--- config.mk ---
export PLATFORM = sky130hd
export DESIGN_NAME = multi_point_envelope_generator
export DESIGN_NICKNAME = d
export VERILOG_FILES = /design/src/mpenv_pkg.sv /design/src/multi_point_envelope_generator.sv /design/src/mpenv_div.sv
export SDC_FILE = /design/constraint.sdc
export NUM_CORES = 1
export LEC_CHECK = 0
export ABC_CLOCK_PERIOD_IN_PS = 6850
export BUFFER_PORTS_ARGS = -buffer_cell sky130_fd_sc_hd__buf_2
export CORE_ASPECT_RATIO = 1.75
export CORE_MARGIN = 2
export CORE_UTILIZATION = 60
export DETAILED_ROUTE_END_ITERATION = 6
export MAX_ROUTING_LAYER = met4
export PLACE_DENSITY = 0.84
export SLEW_MARGIN = 10
export SYNTH_ARGS = -nofsm -noshare
export SYNTH_HDL_FRONTEND = slang
export SYNTH_SLANG_ARGS = --single-unit
--- constraint.sdc ---
create_clock -name clk -period 6.85 [get_ports clk]
set_input_delay 0.685 -clock clk [delete_from_list [all_inputs] [get_ports clk]]
set_output_delay 0.685 -clock clk [all_outputs]
set_load 0.02 [all_outputs]
--- src/mpenv_pkg.sv ---
// ---------------------------------------------------------------------------
// mpenv_pkg: shared types and constants of the breakpoint envelope generator
// Command codes, the stored point layout and the divider request bundle.
// ---------------------------------------------------------------------------
package mpenv_pkg;

	localparam int LEVEL_W  = 32;
	localparam int FRAMES_W = 16;
	localparam int SP_W     = 4;

	typedef enum logic [1:0] {
		CMD_TICK    = 2'd0,
		CMD_NOTE_ON = 2'd1,
		CMD_RELEASE = 2'd2,
		CMD_WRITE   = 2'd3
	} cmd_t;

	// configuration register indexes
	localparam logic CFG_SUSTAIN = 1'b0;
	localparam logic CFG_LOOP    = 1'b1;

	typedef struct packed {
		logic signed [LEVEL_W-1:0] lvl;
		logic [FRAMES_W-1:0]       frames;
	} point_t;

	// request to the serial divider: |diff| / den, sign applied afterward
	typedef struct packed {
		logic                neg;
		logic [LEVEL_W-1:0]  mag;
		logic [FRAMES_W-1:0] den;
	} div_req_t;

endpackage

--- src/multi_point_envelope_generator.sv ---
// ---------------------------------------------------------------------------
// multi_point_envelope_generator: breakpoint envelope, one value per tick
// Walks a table of (level, frames) points, stepping toward each target by
// (target - level) / frames remaining on a shared serial divider.
// ---------------------------------------------------------------------------
//
// Channel   Dir  Handshake          Payload
// s_*       in   tvalid/tready      tuser: command; tdata: index, level, frames
// m_*       out  tvalid/tready      tdata: level, done_res, holding
// cfg_*     in   cfg_we (no wait)   cfg_addr: register index, cfg_wdata: value
//
// Write and release requests go straight to the output register; note-on and
// ticks that only reload a level first read the point memory; a moving tick
// also waits on the serial divider; a loop wrap adds a point 0 reload read.
// One request in flight: s_tready is high only while idle.
// The result sits in an output register; a stalled m_tready holds the
// sequencer in its final state until the register frees.
// Reset clears all control state and the point valid bits (unwritten points
// read as zero level, zero frames); no clearing pass is needed.
//
module multi_point_envelope_generator import mpenv_pkg::*; #(
	parameter int NUM_POINTS = 8
) (
	input  logic            clk,
	input  logic            arst_n,
	// request in
	input  logic            s_tvalid,
	output logic            s_tready,
	input  logic [1:0]      s_tuser,    // [1:0] command
	input  logic [55:0]     s_tdata,    // [2:0] point_index, [34:3] point_level,
	                                    // [50:35] point_frames, [55:51] zero
	// result out
	output logic            m_tvalid,
	input  logic            m_tready,
	output logic [39:0]     m_tdata,    // [31:0] level, [32] done_res,
	                                    // [33] holding, [39:34] zero
	// configuration
	input  logic            cfg_we,
	input  logic            cfg_addr,
	input  logic [SP_W-1:0] cfg_wdata
);

	localparam int IDX_W = $clog2(NUM_POINTS);
	localparam logic [IDX_W-1:0] LAST_IDX = IDX_W'(NUM_POINTS - 1);

	typedef enum logic [6:0] {
		S_IDLE = 7'b0000001,
		S_RD   = 7'b0000010,   // memory read issued
		S_USE  = 7'b0000100,   // read data available
		S_DIV  = 7'b0001000,   // waiting on divider
		S_ADV  = 7'b0010000,   // step count / segment end
		S_OUT  = 7'b0100000,   // load output register
		S_SPR  = 7'b1000000    // reserved spare code path, never entered
	} state_t;

	state_t state_q;

	// configuration
	logic signed [SP_W-1:0] sustain_q;
	logic                   loop_q;

	// point memory with per-entry valid bits
	point_t                 mem [NUM_POINTS];
	logic [NUM_POINTS-1:0]  valid_q;
	logic [IDX_W-1:0]       rd_addr_q;
	point_t                 rd_q;
	logic                   rd_vld_q;

	// envelope state
	logic signed [LEVEL_W-1:0] cur_q;
	logic [IDX_W-1:0]          ti_q;
	logic [FRAMES_W-1:0]       step_q;
	logic                      sustaining_q;
	logic                      finished_q;
	logic                      seg_q;      // read feeds segment math, else level reload
	logic [FRAMES_W-1:0]       n_q;

	// output register
	logic                      m_tvalid_q;
	logic [39:0]               m_tdata_q;

	// request decode
	cmd_t                      cmd;
	logic [2:0]                in_idx;
	logic signed [LEVEL_W-1:0] in_lvl;
	logic [FRAMES_W-1:0]       in_frames;
	logic                      accept;

	// datapath helpers
	logic signed [LEVEL_W-1:0] rd_lvl;
	logic [FRAMES_W-1:0]       rd_frames;
	logic signed [LEVEL_W:0]   diff;
	logic [FRAMES_W-1:0]       step_inc;
	logic                      sp_valid;
	logic                      sp_is_ti;
	logic                      sp_past_end;
	logic                      ti_last;

	div_req_t                  div_req;
	logic                      div_start;
	logic                      div_done;
	logic signed [LEVEL_W:0]   div_q;

	assign cmd       = cmd_t'(s_tuser);
	assign in_idx    = s_tdata[2:0];
	assign in_lvl    = s_tdata[34:3];
	assign in_frames = s_tdata[50:35];
	assign accept    = s_tvalid && s_tready;
	assign s_tready  = (state_q == S_IDLE);

	assign rd_lvl    = rd_vld_q ? rd_q.lvl : '0;
	assign rd_frames = rd_vld_q ? rd_q.frames : '0;
	assign diff      = {rd_lvl[LEVEL_W-1], rd_lvl} - {cur_q[LEVEL_W-1], cur_q};
	assign step_inc  = step_q + 1'b1;

	assign sp_valid    = (int'(sustain_q) >= 0) && (int'(sustain_q) < NUM_POINTS);
	assign sp_is_ti    = (int'(sustain_q) == int'(ti_q));
	assign sp_past_end = (int'(sustain_q) + 1 >= NUM_POINTS);
	assign ti_last     = (int'(ti_q) + 1 >= NUM_POINTS);

	assign div_start   = (state_q == S_USE) && seg_q && (rd_frames > step_q);
	assign div_req.neg = diff[LEVEL_W];
	assign div_req.mag = diff[LEVEL_W] ? LEVEL_W'(-diff) : diff[LEVEL_W-1:0];
	assign div_req.den = rd_frames - step_q;

	mpenv_div u_div (
		.clk    (clk),
		.arst_n (arst_n),
		.start  (div_start),
		.req    (div_req),
		.done   (div_done),
		.quot   (div_q)
	);

	// configuration writes
	always_ff @(posedge clk or negedge arst_n) begin
		if (!arst_n) begin
			sustain_q <= -SP_W'(1);
			loop_q    <= 1'b0;
		end else if (cfg_we) begin
			unique case (cfg_addr)
				CFG_SUSTAIN: sustain_q <= cfg_wdata;
				CFG_LOOP:    loop_q    <= cfg_wdata[0];
				default:     ;
			endcase
		end
	end

	// point memory: write on a write request, registered read
	always_ff @(posedge clk) begin
		if (accept && cmd == CMD_WRITE && int'(in_idx) < NUM_POINTS) begin
			mem[IDX_W'(in_idx)] <= '{lvl: in_lvl, frames: in_frames};
		end
		rd_q     <= mem[rd_addr_q];
		rd_vld_q <= valid_q[rd_addr_q];
	end

	always_ff @(posedge clk or negedge arst_n) begin
		if (!arst_n) begin
			valid_q <= '0;
		end else if (accept && cmd == CMD_WRITE && int'(in_idx) < NUM_POINTS) begin
			valid_q[IDX_W'(in_idx)] <= 1'b1;
		end
	end

	// sequencer
	always_ff @(posedge clk or negedge arst_n) begin
		if (!arst_n) begin
			state_q      <= S_IDLE;
			cur_q        <= '0;
			ti_q         <= IDX_W'(1);
			step_q       <= '0;
			sustaining_q <= 1'b0;
			finished_q   <= 1'b1;
			seg_q        <= 1'b0;
			rd_addr_q    <= '0;
			m_tvalid_q   <= 1'b0;
		end else begin
			// S_OUT reloads the register itself on the same handshake
			if (m_tvalid_q && m_tready && state_q != S_OUT) begin
				m_tvalid_q <= 1'b0;
			end
			unique case (state_q)
				S_IDLE: begin
					if (accept) begin
						unique case (cmd)
							CMD_TICK: begin
								if (finished_q) begin
									rd_addr_q <= LAST_IDX;
									seg_q     <= 1'b0;
									state_q   <= S_RD;
								end else if (sustaining_q) begin
									step_q <= step_inc;
									seg_q  <= 1'b0;
									if (sp_valid) begin
										rd_addr_q <= IDX_W'(unsigned'(sustain_q));
										state_q   <= S_RD;
									end else begin
										state_q <= S_OUT;
									end
								end else begin
									rd_addr_q <= ti_q;
									seg_q     <= 1'b1;
									state_q   <= S_RD;
								end
							end
							CMD_NOTE_ON: begin
								sustaining_q <= 1'b0;
								finished_q   <= 1'b0;
								ti_q         <= IDX_W'(1);
								step_q       <= '0;
								rd_addr_q    <= '0;
								seg_q        <= 1'b0;
								state_q      <= S_RD;
							end
							CMD_RELEASE: begin
								seg_q   <= 1'b0;
								state_q <= S_OUT;
								if (!sustain_q[SP_W-1]) begin
									sustaining_q <= 1'b0;
									step_q       <= '0;
									if (sp_past_end) begin
										finished_q <= 1'b1;
										ti_q       <= LAST_IDX;
									end else begin
										ti_q <= IDX_W'(unsigned'(sustain_q) + 1'b1);
									end
								end
							end
							CMD_WRITE: begin
								seg_q   <= 1'b0;
								state_q <= S_OUT;
							end
							default: begin
								seg_q   <= 1'b0;
								state_q <= S_OUT;
							end
						endcase
					end
				end
				S_RD: state_q <= S_USE;
				S_USE: begin
					if (seg_q) begin
						n_q     <= rd_frames;
						state_q <= div_start ? S_DIV : S_ADV;
					end else begin
						cur_q   <= rd_lvl;
						state_q <= S_OUT;
					end
				end
				S_DIV: begin
					if (div_done) begin
						cur_q   <= cur_q + div_q[LEVEL_W-1:0];
						state_q <= S_ADV;
					end
				end
				S_ADV: begin
					if (step_inc >= n_q) begin
						step_q <= '0;
						if (sp_is_ti) begin
							sustaining_q <= 1'b1;
							state_q      <= S_OUT;
						end else if (ti_last) begin
							if (loop_q) begin
								// wrap: reload point 0 level, aim at point 1
								ti_q      <= IDX_W'(1);
								rd_addr_q <= '0;
								seg_q     <= 1'b0;
								state_q   <= S_RD;
							end else begin
								finished_q <= 1'b1;
								ti_q       <= LAST_IDX;
								state_q    <= S_OUT;
							end
						end else begin
							ti_q    <= ti_q + 1'b1;
							state_q <= S_OUT;
						end
					end else begin
						step_q  <= step_inc;
						state_q <= S_OUT;
					end
				end
				S_OUT: begin
					if (!m_tvalid_q || m_tready) begin
						m_tvalid_q <= 1'b1;
						state_q    <= S_IDLE;
					end
				end
				S_SPR: state_q <= S_IDLE;
				default: state_q <= S_IDLE;
			endcase
		end
	end

	// result payload
	always_ff @(posedge clk) begin
		if (state_q == S_OUT && (!m_tvalid_q || m_tready)) begin
			m_tdata_q <= {6'b0, sustaining_q, finished_q, cur_q};
		end
	end

	assign m_tvalid = m_tvalid_q;
	assign m_tdata  = m_tdata_q;

endmodule

--- src/mpenv_div.sv ---
// ---------------------------------------------------------------------------
// mpenv_div: serial signed step divider
// Restoring division, one quotient bit per cycle, truncation toward zero.
// ---------------------------------------------------------------------------
module mpenv_div import mpenv_pkg::*; (
	input  logic                    clk,
	input  logic                    arst_n,
	input  logic                    start,
	input  div_req_t                req,
	output logic                    done,
	output logic signed [LEVEL_W:0] quot
);

	localparam int CNT_W = $clog2(LEVEL_W);

	logic                busy_q;
	logic                done_q;
	logic [CNT_W-1:0]    cnt_q;
	logic                neg_q;
	logic [FRAMES_W-1:0] den_q;
	logic [FRAMES_W-1:0] rem_q;
	logic [LEVEL_W-1:0]  quo_q;

	logic [FRAMES_W:0]   shifted;
	logic                fits;

	assign shifted = {rem_q, quo_q[LEVEL_W-1]};
	assign fits    = shifted >= {1'b0, den_q};

	always_ff @(posedge clk or negedge arst_n) begin
		if (!arst_n) begin
			busy_q <= 1'b0;
			done_q <= 1'b0;
			cnt_q  <= '0;
		end else begin
			done_q <= !start && busy_q && (cnt_q == '0);
			if (start) begin
				busy_q <= 1'b1;
				cnt_q  <= CNT_W'(LEVEL_W - 1);
			end else if (busy_q) begin
				cnt_q <= cnt_q - 1'b1;
				if (cnt_q == '0) begin
					busy_q <= 1'b0;
				end
			end
		end
	end

	always_ff @(posedge clk) begin
		if (start) begin
			neg_q <= req.neg;
			den_q <= req.den;
			rem_q <= '0;
			quo_q <= req.mag;
		end else if (busy_q) begin
			rem_q <= fits ? FRAMES_W'(shifted - {1'b0, den_q}) : shifted[FRAMES_W-1:0];
			quo_q <= {quo_q[LEVEL_W-2:0], fits};
		end
	end

	assign done = done_q;
	assign quot = neg_q ? -$signed({1'b0, quo_q}) : $signed({1'b0, quo_q});

endmodule

==> results of run 1 <==
[report_power, final]
group          leakage [nW]  internal, W  switching (W)
Combinational          5.73      0.00282        0.00367
Clock                 0.865      0.00175        0.00141
Sequential             6.02      0.00455       0.000320
[through the flow]
stage | cell area, um^2 | utilization [%]
finish | 33800 | 66.9
global placement | 32000 | 63.2
detailed placement | 32000 | 63.2
CTS | 33800 | 66.9
global route | 33800 | 66.9
floorplan | 30800 | -
[metal layers]
layer / track usage (%) / vias to the layer above / share of wire (%)
met5: - / - / 0
met4: 11.4 / 0 / 4.0
met3: 3.31 / 165 / 5.2
met2: 46.5 / 658 / 52
met1: 31.5 / 9598 / 39
li1: - / 9085 / -
[cells by family (layout without fill, tap and decap cells)]
| family | Yosys count | in the layout |
|---|---|---|
| DFF | 632 | 632 |
| and+or+nand+nor | 578 | 578 |
| AOI/OAI and AO/OA | 495 | 495 |
| buffers and inverters | 235 | 366 |
| muxes | 161 | 161 |
| xor gates and xnor gates | 142 | 142 |
| adders and majority gates | 130 | 130 |
| other | 1 | 11 |
[layout make-up]
cell class | count | share of cell area, %
antenna | 5 | 0.0370
clock buffer | 67 | 4.19
clock inverter | 33 | 1.23
inverter | 145 | 1.61
multi-input combinational | 1512 | 35.5
sequential | 632 | 53.0
tap | 666 | 2.46
timing repair buffer | 121 | 1.97
[synthesized netlist by cell type, types with 31 or more instances]
library cell                 n  area [um^2]
sky130_fd_sc_hd__edfxtp_1  483        14500
sky130_fd_sc_hd__nand2_1   177          664
sky130_fd_sc_hd__inv_1     144          541
sky130_fd_sc_hd__o21ai_0   138          691
sky130_fd_sc_hd__ha_1      126         1580
sky130_fd_sc_hd__a21oi_1   113          566
sky130_fd_sc_hd__nor2_1    107          402
sky130_fd_sc_hd__xnor2_1    99          867
sky130_fd_sc_hd__mux4_2     98         2210
sky130_fd_sc_hd__dfrtp_1    77         1930
sky130_fd_sc_hd__clkbuf_1   65          244
sky130_fd_sc_hd__dfxtp_1    65         1300
sky130_fd_sc_hd__and2_1     55          344
sky130_fd_sc_hd__mux2_2     54          608
sky130_fd_sc_hd__a21o_1     51          383
sky130_fd_sc_hd__nand3_1    49          245
sky130_fd_sc_hd__xor2_1     42          368
sky130_fd_sc_hd__nor3_1     31          155
[registers in the layout, summed over array words and instances (netlist names), 3 cells and up]
name         count
rd_q            48
sustain_q        4
u_div.den_q     16
step_q          16
valid_q          8
ti_q             3
rd_addr_q        3
u_div.quo_q     32
n_q             16
u_div.cnt_q      5
mem            384
state_q          6
cur_q           32
m_tdata         34
u_div.rem_q     16
[worst max-delay path, delay by kind of cell (launching register included)]
| family | cells | cell delay (ns) |
|---|---|---|
| XOR/XNOR | 1 | 0.18 |
| multiplexers | 1 | 0.27 |
| flip-flops | 1 | 0.41 |
| adder cells (fa/ha/maj) | 2 | 0.67 |
| AO/OA/AOI/OAI | 8 | 2.31 |
| AND/OR/NAND/NOR | 2 | 0.48 |
| buffers and inverters | 2 | 0.61 |
[layout by cell type (no fill, tap or decap), types with 42 or more instances in the layout]
master                      instances
sky130_fd_sc_hd__a21o_1            51
sky130_fd_sc_hd__a21oi_1          112
sky130_fd_sc_hd__and2_1            55
sky130_fd_sc_hd__buf_2             97
sky130_fd_sc_hd__clkbuf_16         53
sky130_fd_sc_hd__dfrtp_1           74
sky130_fd_sc_hd__dfxtp_1           65
sky130_fd_sc_hd__edfxtp_1         483
sky130_fd_sc_hd__ha_1             126
sky130_fd_sc_hd__inv_1            144
sky130_fd_sc_hd__mux2_2            54
sky130_fd_sc_hd__mux4_2            98
sky130_fd_sc_hd__nand2_1          177
sky130_fd_sc_hd__nand3_1           49
sky130_fd_sc_hd__nor2_1           104
sky130_fd_sc_hd__o21ai_0          138
sky130_fd_sc_hd__xnor2_1           99
sky130_fd_sc_hd__xor2_1            42
[worst paths after layout]
| path | start | end | cells after the start |
|---|---|---|---|
| max | rd_vld_q | u_div.quo_q[27] | 16 |
| min | arst_n | cur_q[7] | 2 |
| max reg2reg | rd_vld_q | u_div.quo_q[27] | 16 |
| min reg2reg | valid_q[5] | valid_q[5] | 1 |
| max in group asynchronous | arst_n | rd_addr_q[0] | 3 |
| min in group clk | cfg_wdata[2] | sustain_q[2] | 2 |
==> metrics.txt, run 1 <==
# TYPE chip_impl_metric gauge
chip_impl_info{name="outcome",value="finished, final reports clean"} 1
chip_impl_info{name="crit_type",value="reg -> reg"} 1
chip_impl_metric{name="pin_count",unit=""} 110
chip_impl_metric{name="dpl.hpwl",unit="um"} 46500
chip_impl_metric{name="filler_cell_count",unit=""} 3451
chip_impl_metric{name="critical_path_peak_fanout",unit=""} 21
chip_impl_metric{name="grt-ovfl-total",unit=""} 0
chip_impl_metric{name="worst_pin_slew",unit="ns"} 1.23
chip_impl_metric{name="clkSlewWorstSetupHoldPaths",unit="ns"} 0.08
chip_impl_metric{name="finalNetCount",unit=""} 2663
chip_impl_metric{name="post_cts.resized_instances",unit=""} 0
chip_impl_info{name="cp-end-kind",value="flop"} 1
chip_impl_metric{name="syn-instance-count",unit=""} 2374
chip_impl_metric{name="synth.area.mux_share",unit="%"} 9.43
chip_impl_metric{name="area_of_combinational_cells_with_multiple_inputs",unit="um^2"} 12000
chip_impl_metric{name="vias",unit=""} 19500
chip_impl_metric{name="buffer_ports.inserted",unit=""} 98
chip_impl_metric{name="synth-adder-area-share",unit="%"} 5.38
chip_impl_info{name="rsz0062_at_grt",value="no"} 1
chip_impl_metric{name="synth_enable_flop_cells",unit=""} 483
chip_impl_metric{name="die_w",unit="um"} 175
chip_impl_metric{name="yosys.area_share.xor_xnor",unit="%"} 4.10
chip_impl_info{name="ys.flop_type",value="sky130_fd_sc_hd__edfxtp_1"} 1
chip_impl_metric{name="detailedPlace.worstSlack",unit="ns"} 1.72
chip_impl_info{name="crit_chain",value="nand2_1, ha_1, inv_1, fa_1, a211oi_2, o21ai_2, a21oi_1, o31ai_1, o221ai_1, o21ai_0, or2_2, o21a_1, inv_1, o31ai_1, xor2_1, mux2_2"} 1
chip_impl_metric{name="cts-htree-levels",unit=""} 2
chip_impl_metric{name="timing.setup.tns",unit="ns"} 0
chip_impl_metric{name="avgRoutedWirePerCell",unit="um"} 21.7
chip_impl_metric{name="post_route_cells_drive_above_1_share",unit="%"} 17.0
chip_impl_metric{name="simple_gate_area_share_of_the_yosys_netlist",unit="%"} 9.49
chip_impl_info{name="cts_tree",value="done"} 1
chip_impl_metric{name="cts_num_sinks",unit=""} 632
chip_impl_metric{name="grt_start_max_net_pins",unit=""} 69
chip_impl_info{name="cp-start-kind",value="flop"} 1
chip_impl_metric{name="rows",unit=""} 109
chip_impl_metric{name="area_delta_synth_final",unit="%"} 9.90
chip_impl_metric{name="gpl.final_weighted_congestion",unit=""} 0.919
chip_impl_metric{name="final.hold.worst_slack",unit="ns"} 0.236
chip_impl_metric{name="number_of_antenna_violations_at_the_first_check_in_global_routing",unit=""} 4
chip_impl_metric{name="drt_first_pass_iters",unit=""} 5
chip_impl_metric{name="grt_first_pass_wirelength",unit="um"} 109000
chip_impl_metric{name="die_area",unit="um^2"} 53200
chip_impl_metric{name="cts_inserted_buffers",unit=""} 53
chip_impl_metric{name="finalPower",unit="W"} 0.0145
chip_impl_metric{name="report.final.slew_viol_count",unit=""} 0
chip_impl_metric{name="dp.cells",unit=""} 3076
chip_impl_info{name="worstHoldPathType",value="in -> async"} 1
chip_impl_metric{name="drv.max_cap_violation_count",unit=""} 0
chip_impl_info{name="cts.root.buffer_cell",value="sky130_fd_sc_hd__clkbuf_16"} 1
chip_impl_metric{name="grt_usage",unit="%"} 26.9
chip_impl_metric{name="synthArstFlopShare",unit="%"} 13.3
chip_impl_metric{name="insertion_delay",unit="ns"} 0.62
chip_impl_metric{name="max_freq",unit="MHz"} 193
chip_impl_metric{name="hold_bufs_inserted_after_cts",unit=""} 0
chip_impl_metric{name="critPathArrivalTime",unit="ns"} 5.54
chip_impl_metric{name="synth_warnings",unit=""} 0
chip_impl_metric{name="die_y",unit="um"} 304
chip_impl_metric{name="postSynthAreaPerCell",unit="um^2"} 13.0
chip_impl_metric{name="number_of_violations_reported_at_the_end_of_detailed_routing_iteration_0",unit=""} 1542
chip_impl_metric{name="detail-route-antenna-nets",unit=""} 0
chip_impl_metric{name="postCtsSetupRepairBufs",unit=""} 0
chip_impl_metric{name="regArea",unit="um^2"} 17900
chip_impl_metric{name="ys_ff_latch",unit=""} 632
chip_impl_metric{name="totalWireLength",unit="um"} 69100
chip_impl_metric{name="synth-seq-area-share",unit="%"} 58.2
chip_impl_metric{name="synth.cell_area",unit="um^2"} 30800
chip_impl_metric{name="synth-compound-area-share",unit="%"} 10.4
chip_impl_metric{name="timing.max_slew.rel_slack",unit="%"} 18.2
chip_impl_metric{name="crit_required",unit="ns"} 7.22
chip_impl_metric{name="cp_slowest_stage_delay",unit="ns"} 0.54
chip_impl_metric{name="drc",unit=""} 0
chip_impl_metric{name="peakVddDrop",unit="mV"} 0.329
chip_impl_metric{name="avgViaCountPerCell",unit=""} 6.13
chip_impl_metric{name="layout_worst_path_cycle_share",unit="%"} 75.6
chip_impl_metric{name="initial_core_utilization",unit="%"} 60.9
chip_impl_metric{name="final.setup.worst_slack",unit="ns"} 1.67
chip_impl_metric{name="pwr_density_cell",unit="nW/um^2"} 429
chip_impl_metric{name="hold_viol",unit=""} 0
chip_impl_metric{name="cell_variety_after_synth",unit=""} 96
chip_impl_metric{name="core",unit="um^2"} 50600
chip_impl_metric{name="leakage",unit="nW"} 12.6
chip_impl_metric{name="worst-r2r-setup-slack",unit="ns"} 1.67
chip_impl_metric{name="final_cells",unit=""} 3181
chip_impl_metric{name="cts.path.max_buffers",unit=""} 3
chip_impl_info{name="synth_top_family_by_area",value="compound AO/OA/AOI/OAI gates"} 1
chip_impl_metric{name="timing.clock.skew",unit="ns"} 0.0169
chip_impl_metric{name="first_global_vias",unit=""} 20000
chip_impl_metric{name="setup_viol",unit=""} 0
chip_impl_info{name="cp_slowest_cell",value="sky130_fd_sc_hd__inv_1"} 1
chip_impl_metric{name="finalCriticalPeriod",unit="ns"} 5.18
Note: power is estimated with default switching activity, not from simulation.
==> inputs of run 2 (changes only) <==
--- a/config.mk
+++ b/config.mk
@@ -5,7 +5,7 @@
 export SDC_FILE = /design/constraint.sdc
 export NUM_CORES = 1
 export LEC_CHECK = 0
-export ABC_CLOCK_PERIOD_IN_PS = 6850
+export ABC_CLOCK_PERIOD_IN_PS = 5350
 export BUFFER_PORTS_ARGS = -buffer_cell sky130_fd_sc_hd__buf_2
 export CORE_ASPECT_RATIO = 1.75
 export CORE_MARGIN = 2
==> constraint.sdc (replaced) <==
create_clock -name clk -period 5.35 [get_ports clk]
set_input_delay 0.535 -clock clk [delete_from_list [all_inputs] [get_ports clk]]
set_output_delay 0.535 -clock clk [all_outputs]
set_load 0.02 [all_outputs]
==> metrics.txt, run 2 (synthesis gave the netlist of run 1 again) <==
# TYPE chip_impl_metric gauge
chip_impl_metric{name="insertion_delay",unit="ns"} 0.61
chip_impl_info{name="worstHoldPathType",value="in -> reg"} 1
chip_impl_metric{name="setup_viol",unit=""} 0
chip_impl_metric{name="avgViaCountPerCell",unit=""} 6.16
chip_impl_metric{name="critPathArrivalTime",unit="ns"} 5.25
chip_impl_metric{name="gpl.final_weighted_congestion",unit=""} 0.926
chip_impl_metric{name="drt_first_pass_iters",unit=""} 5
chip_impl_info{name="worstSetupStartpoint",value="rd_vld_q"} 1
chip_impl_info{name="outcome",value="finished, final reports clean"} 1
chip_impl_metric{name="first_global_vias",unit=""} 20000
chip_impl_metric{name="die_y",unit="um"} 304
chip_impl_info{name="cts.root.buffer_cell",value="sky130_fd_sc_hd__clkbuf_16"} 1
chip_impl_metric{name="leakage",unit="nW"} 12.8
chip_impl_metric{name="initial_core_utilization",unit="%"} 60.9
chip_impl_metric{name="detail-route-antenna-nets",unit=""} 0
chip_impl_metric{name="grt-ovfl-total",unit=""} 0
chip_impl_metric{name="area_delta_synth_final",unit="%"} 10.8
chip_impl_metric{name="postCtsSetupRepairBufs",unit=""} 0
chip_impl_metric{name="critical_path_peak_fanout",unit=""} 10
chip_impl_metric{name="cts_inserted_buffers",unit=""} 53
chip_impl_metric{name="clkSlewWorstSetupHoldPaths",unit="ns"} 0.07
chip_impl_metric{name="die_w",unit="um"} 175
chip_impl_metric{name="report.final.slew_viol_count",unit=""} 0
chip_impl_metric{name="grt_use_met2",unit="%"} 47.0
chip_impl_info{name="timing.rr.end",value="u_div.quo_q[31]"} 1
chip_impl_info{name="final_common_cell",value="sky130_fd_sc_hd__edfxtp_1"} 1
chip_impl_metric{name="r2r_cells",unit=""} 13
chip_impl_info{name="top_register_by_number_of_flip_flops",value="mem"} 1
chip_impl_metric{name="number_of_violations_reported_at_the_end_of_detailed_routing_iteration_0",unit=""} 1856
chip_impl_metric{name="buffer_ports.inserted",unit=""} 98
chip_impl_info{name="crit_type",value="reg -> reg"} 1
chip_impl_metric{name="peakVddDrop",unit="mV"} 0.347
chip_impl_info{name="cts_tree",value="done"} 1
chip_impl_metric{name="vias",unit=""} 19700
chip_impl_info{name="most-common-layout-cells",value="sky130_fd_sc_hd__edfxtp_1, sky130_fd_sc_hd__nand2_1, sky130_fd_sc_hd__inv_1"} 1
chip_impl_metric{name="number_of_antenna_violations_at_the_first_check_in_global_routing",unit=""} 7
chip_impl_metric{name="timing.setup.tns",unit="ns"} 0
chip_impl_metric{name="timing.clock.skew",unit="ns"} 0.0305
chip_impl_metric{name="cts-htree-levels",unit=""} 2
chip_impl_metric{name="detailedPlace.worstSlack",unit="ns"} 0.261
chip_impl_metric{name="worst_pin_slew",unit="ns"} 1.13
chip_impl_info{name="cp-start-kind",value="flop"} 1
chip_impl_metric{name="max_freq",unit="MHz"} 204
chip_impl_metric{name="grt_first_pass_wirelength",unit="um"} 109000
chip_impl_metric{name="die_area",unit="um^2"} 53200
chip_impl_metric{name="finalNetCount",unit=""} 2675
chip_impl_metric{name="gr-usage-met3",unit="%"} 3.09
chip_impl_metric{name="final_design_utilization",unit="%"} 67.4
chip_impl_metric{name="final.hold.worst_slack",unit="ns"} 0.176
chip_impl_metric{name="rows",unit=""} 109
chip_impl_info{name="worst_r2r_startpoint",value="rd_vld_q"} 1
chip_impl_metric{name="gr-usage-met1",unit="%"} 31.7
chip_impl_info{name="critical_path.endpoint",value="u_div.quo_q[31]"} 1
chip_impl_metric{name="core",unit="um^2"} 50600
chip_impl_metric{name="final.setup.worst_slack",unit="ns"} 0.441
chip_impl_info{name="gr-max-usage-layer",value="met2"} 1
chip_impl_metric{name="pin_count",unit=""} 110
chip_impl_metric{name="dpl.hpwl",unit="um"} 47500
chip_impl_metric{name="crit_required",unit="ns"} 5.69
chip_impl_metric{name="finalCriticalPeriod",unit="ns"} 4.91
chip_impl_metric{name="cts.path.max_buffers",unit=""} 3
chip_impl_metric{name="drv.max_cap_violation_count",unit=""} 0
chip_impl_metric{name="pwr_density_cell",unit="nW/um^2"} 558
chip_impl_metric{name="hold_viol",unit=""} 0
chip_impl_metric{name="cts_num_sinks",unit=""} 632
chip_impl_info{name="rsz0062_at_grt",value="no"} 1
chip_impl_metric{name="timing.max_slew.rel_slack",unit="%"} 24.8
chip_impl_metric{name="totalWireLength",unit="um"} 70100
chip_impl_info{name="cp-end-kind",value="flop"} 1
chip_impl_metric{name="grt_usage",unit="%"} 27.1
chip_impl_metric{name="finalPower",unit="W"} 0.0191
chip_impl_metric{name="layout_worst_path_cycle_share",unit="%"} 91.7
chip_impl_metric{name="worst-r2r-setup-slack",unit="ns"} 0.44
chip_impl_metric{name="post_route_cells_drive_above_1_share",unit="%"} 17.6
chip_impl_metric{name="drc",unit=""} 0
chip_impl_metric{name="grt_start_max_net_pins",unit=""} 65
chip_impl_metric{name="avgRoutedWirePerCell",unit="um"} 21.9
chip_impl_metric{name="largest_reg_flops",unit=""} 384
==> run 2: changes by cell type in the layout (fill, tap and decap cells not counted), sizes merged <==
cell,change
bufinv,+2
diode,+2
buf,+11
clkinvlp,-5
inv,+3
dlygate4sd3,+1
==> run 2: worst max-delay path: stages (launching register included) <==
cell,delay [ns]
sky130_fd_sc_hd__dfxtp_1,0.57
sky130_fd_sc_hd__and2_1,0.27
sky130_fd_sc_hd__ha_1,0.25
sky130_fd_sc_hd__nor2b_1,0.16
sky130_fd_sc_hd__o31a_1,0.32
sky130_fd_sc_hd__o41ai_2,0.61
sky130_fd_sc_hd__and2_1,0.27
sky130_fd_sc_hd__o311ai_2,0.18
sky130_fd_sc_hd__or4b_4,0.60
sky130_fd_sc_hd__nor4_4,0.42
sky130_fd_sc_hd__nand2b_2,0.14
sky130_fd_sc_hd__or4b_4,0.50
sky130_fd_sc_hd__a222oi_1,0.27
sky130_fd_sc_hd__nand2_1,0.10
==> run 2: routing by layer <==
metal	vias to the layer above	part of all wire (%)	routed length, um
li1	9102	-	-
met1	9780	39	27100
met2	642	52	36700
met3	144	5.0	3530
met4	0	4.0	2770
met5	-	0	0
==> run 2: what timing repair did <==
| item | 4_1_cts | 5_1_grt |
|---|---|---|
| endpoints found under the setup margin | 0 | 3 |
| gates resized for setup | 0 | 2 |
| hold endpoints to repair | 23 | 0 |
| hold buffers | 1 | 0 |
==> run 2: power by group <==
part           switching [W]  internal (W)  leakage (nW)
combinational        0.00471       0.00376          5.80
clock                0.00180       0.00241         0.944
sequential          0.000537       0.00583          6.02
==> run 2: worst min path at each step <==
stage | depth (start not counted) | start | endpoint | slack, ns
after floorplan | 0 | arst_n | cur_q[0] | 0.24
after global placement | 1 | valid_q[2] | valid_q[2] | 0.45
after detailed placement | 1 | valid_q[3] | valid_q[3] | 0.45
after CTS | 2 | cfg_wdata[2] | sustain_q[2] | 0.15
after global routing | 2 | cfg_wdata[2] | sustain_q[2] | 0.17
final | 2 | cfg_wdata[2] | sustain_q[2] | 0.18
==> run 2: layout make-up <==
cell class | instances | area (um^2)
antenna | 7 | 17.5
clock buffer | 67 | 1470
clock inverter | 33 | 469
fill | 3408 | 16500
inverter | 145 | 544
multi-input combinational | 1512 | 12000
sequential | 632 | 17900
tap | 666 | 833
timing repair buffer | 133 | 803
==> run 2: metrics by stage <==
| stage | instance area [um^2] | instances |
|---|---|---|
| floorplan | 30800 | 2379 |
| global route | 34100 | 3195 |
| global placement | 32100 | 3086 |
| finish | 34100 | 3195 |
| detailed placement | 32100 | 3086 |
| CTS | 34100 | 3187 |
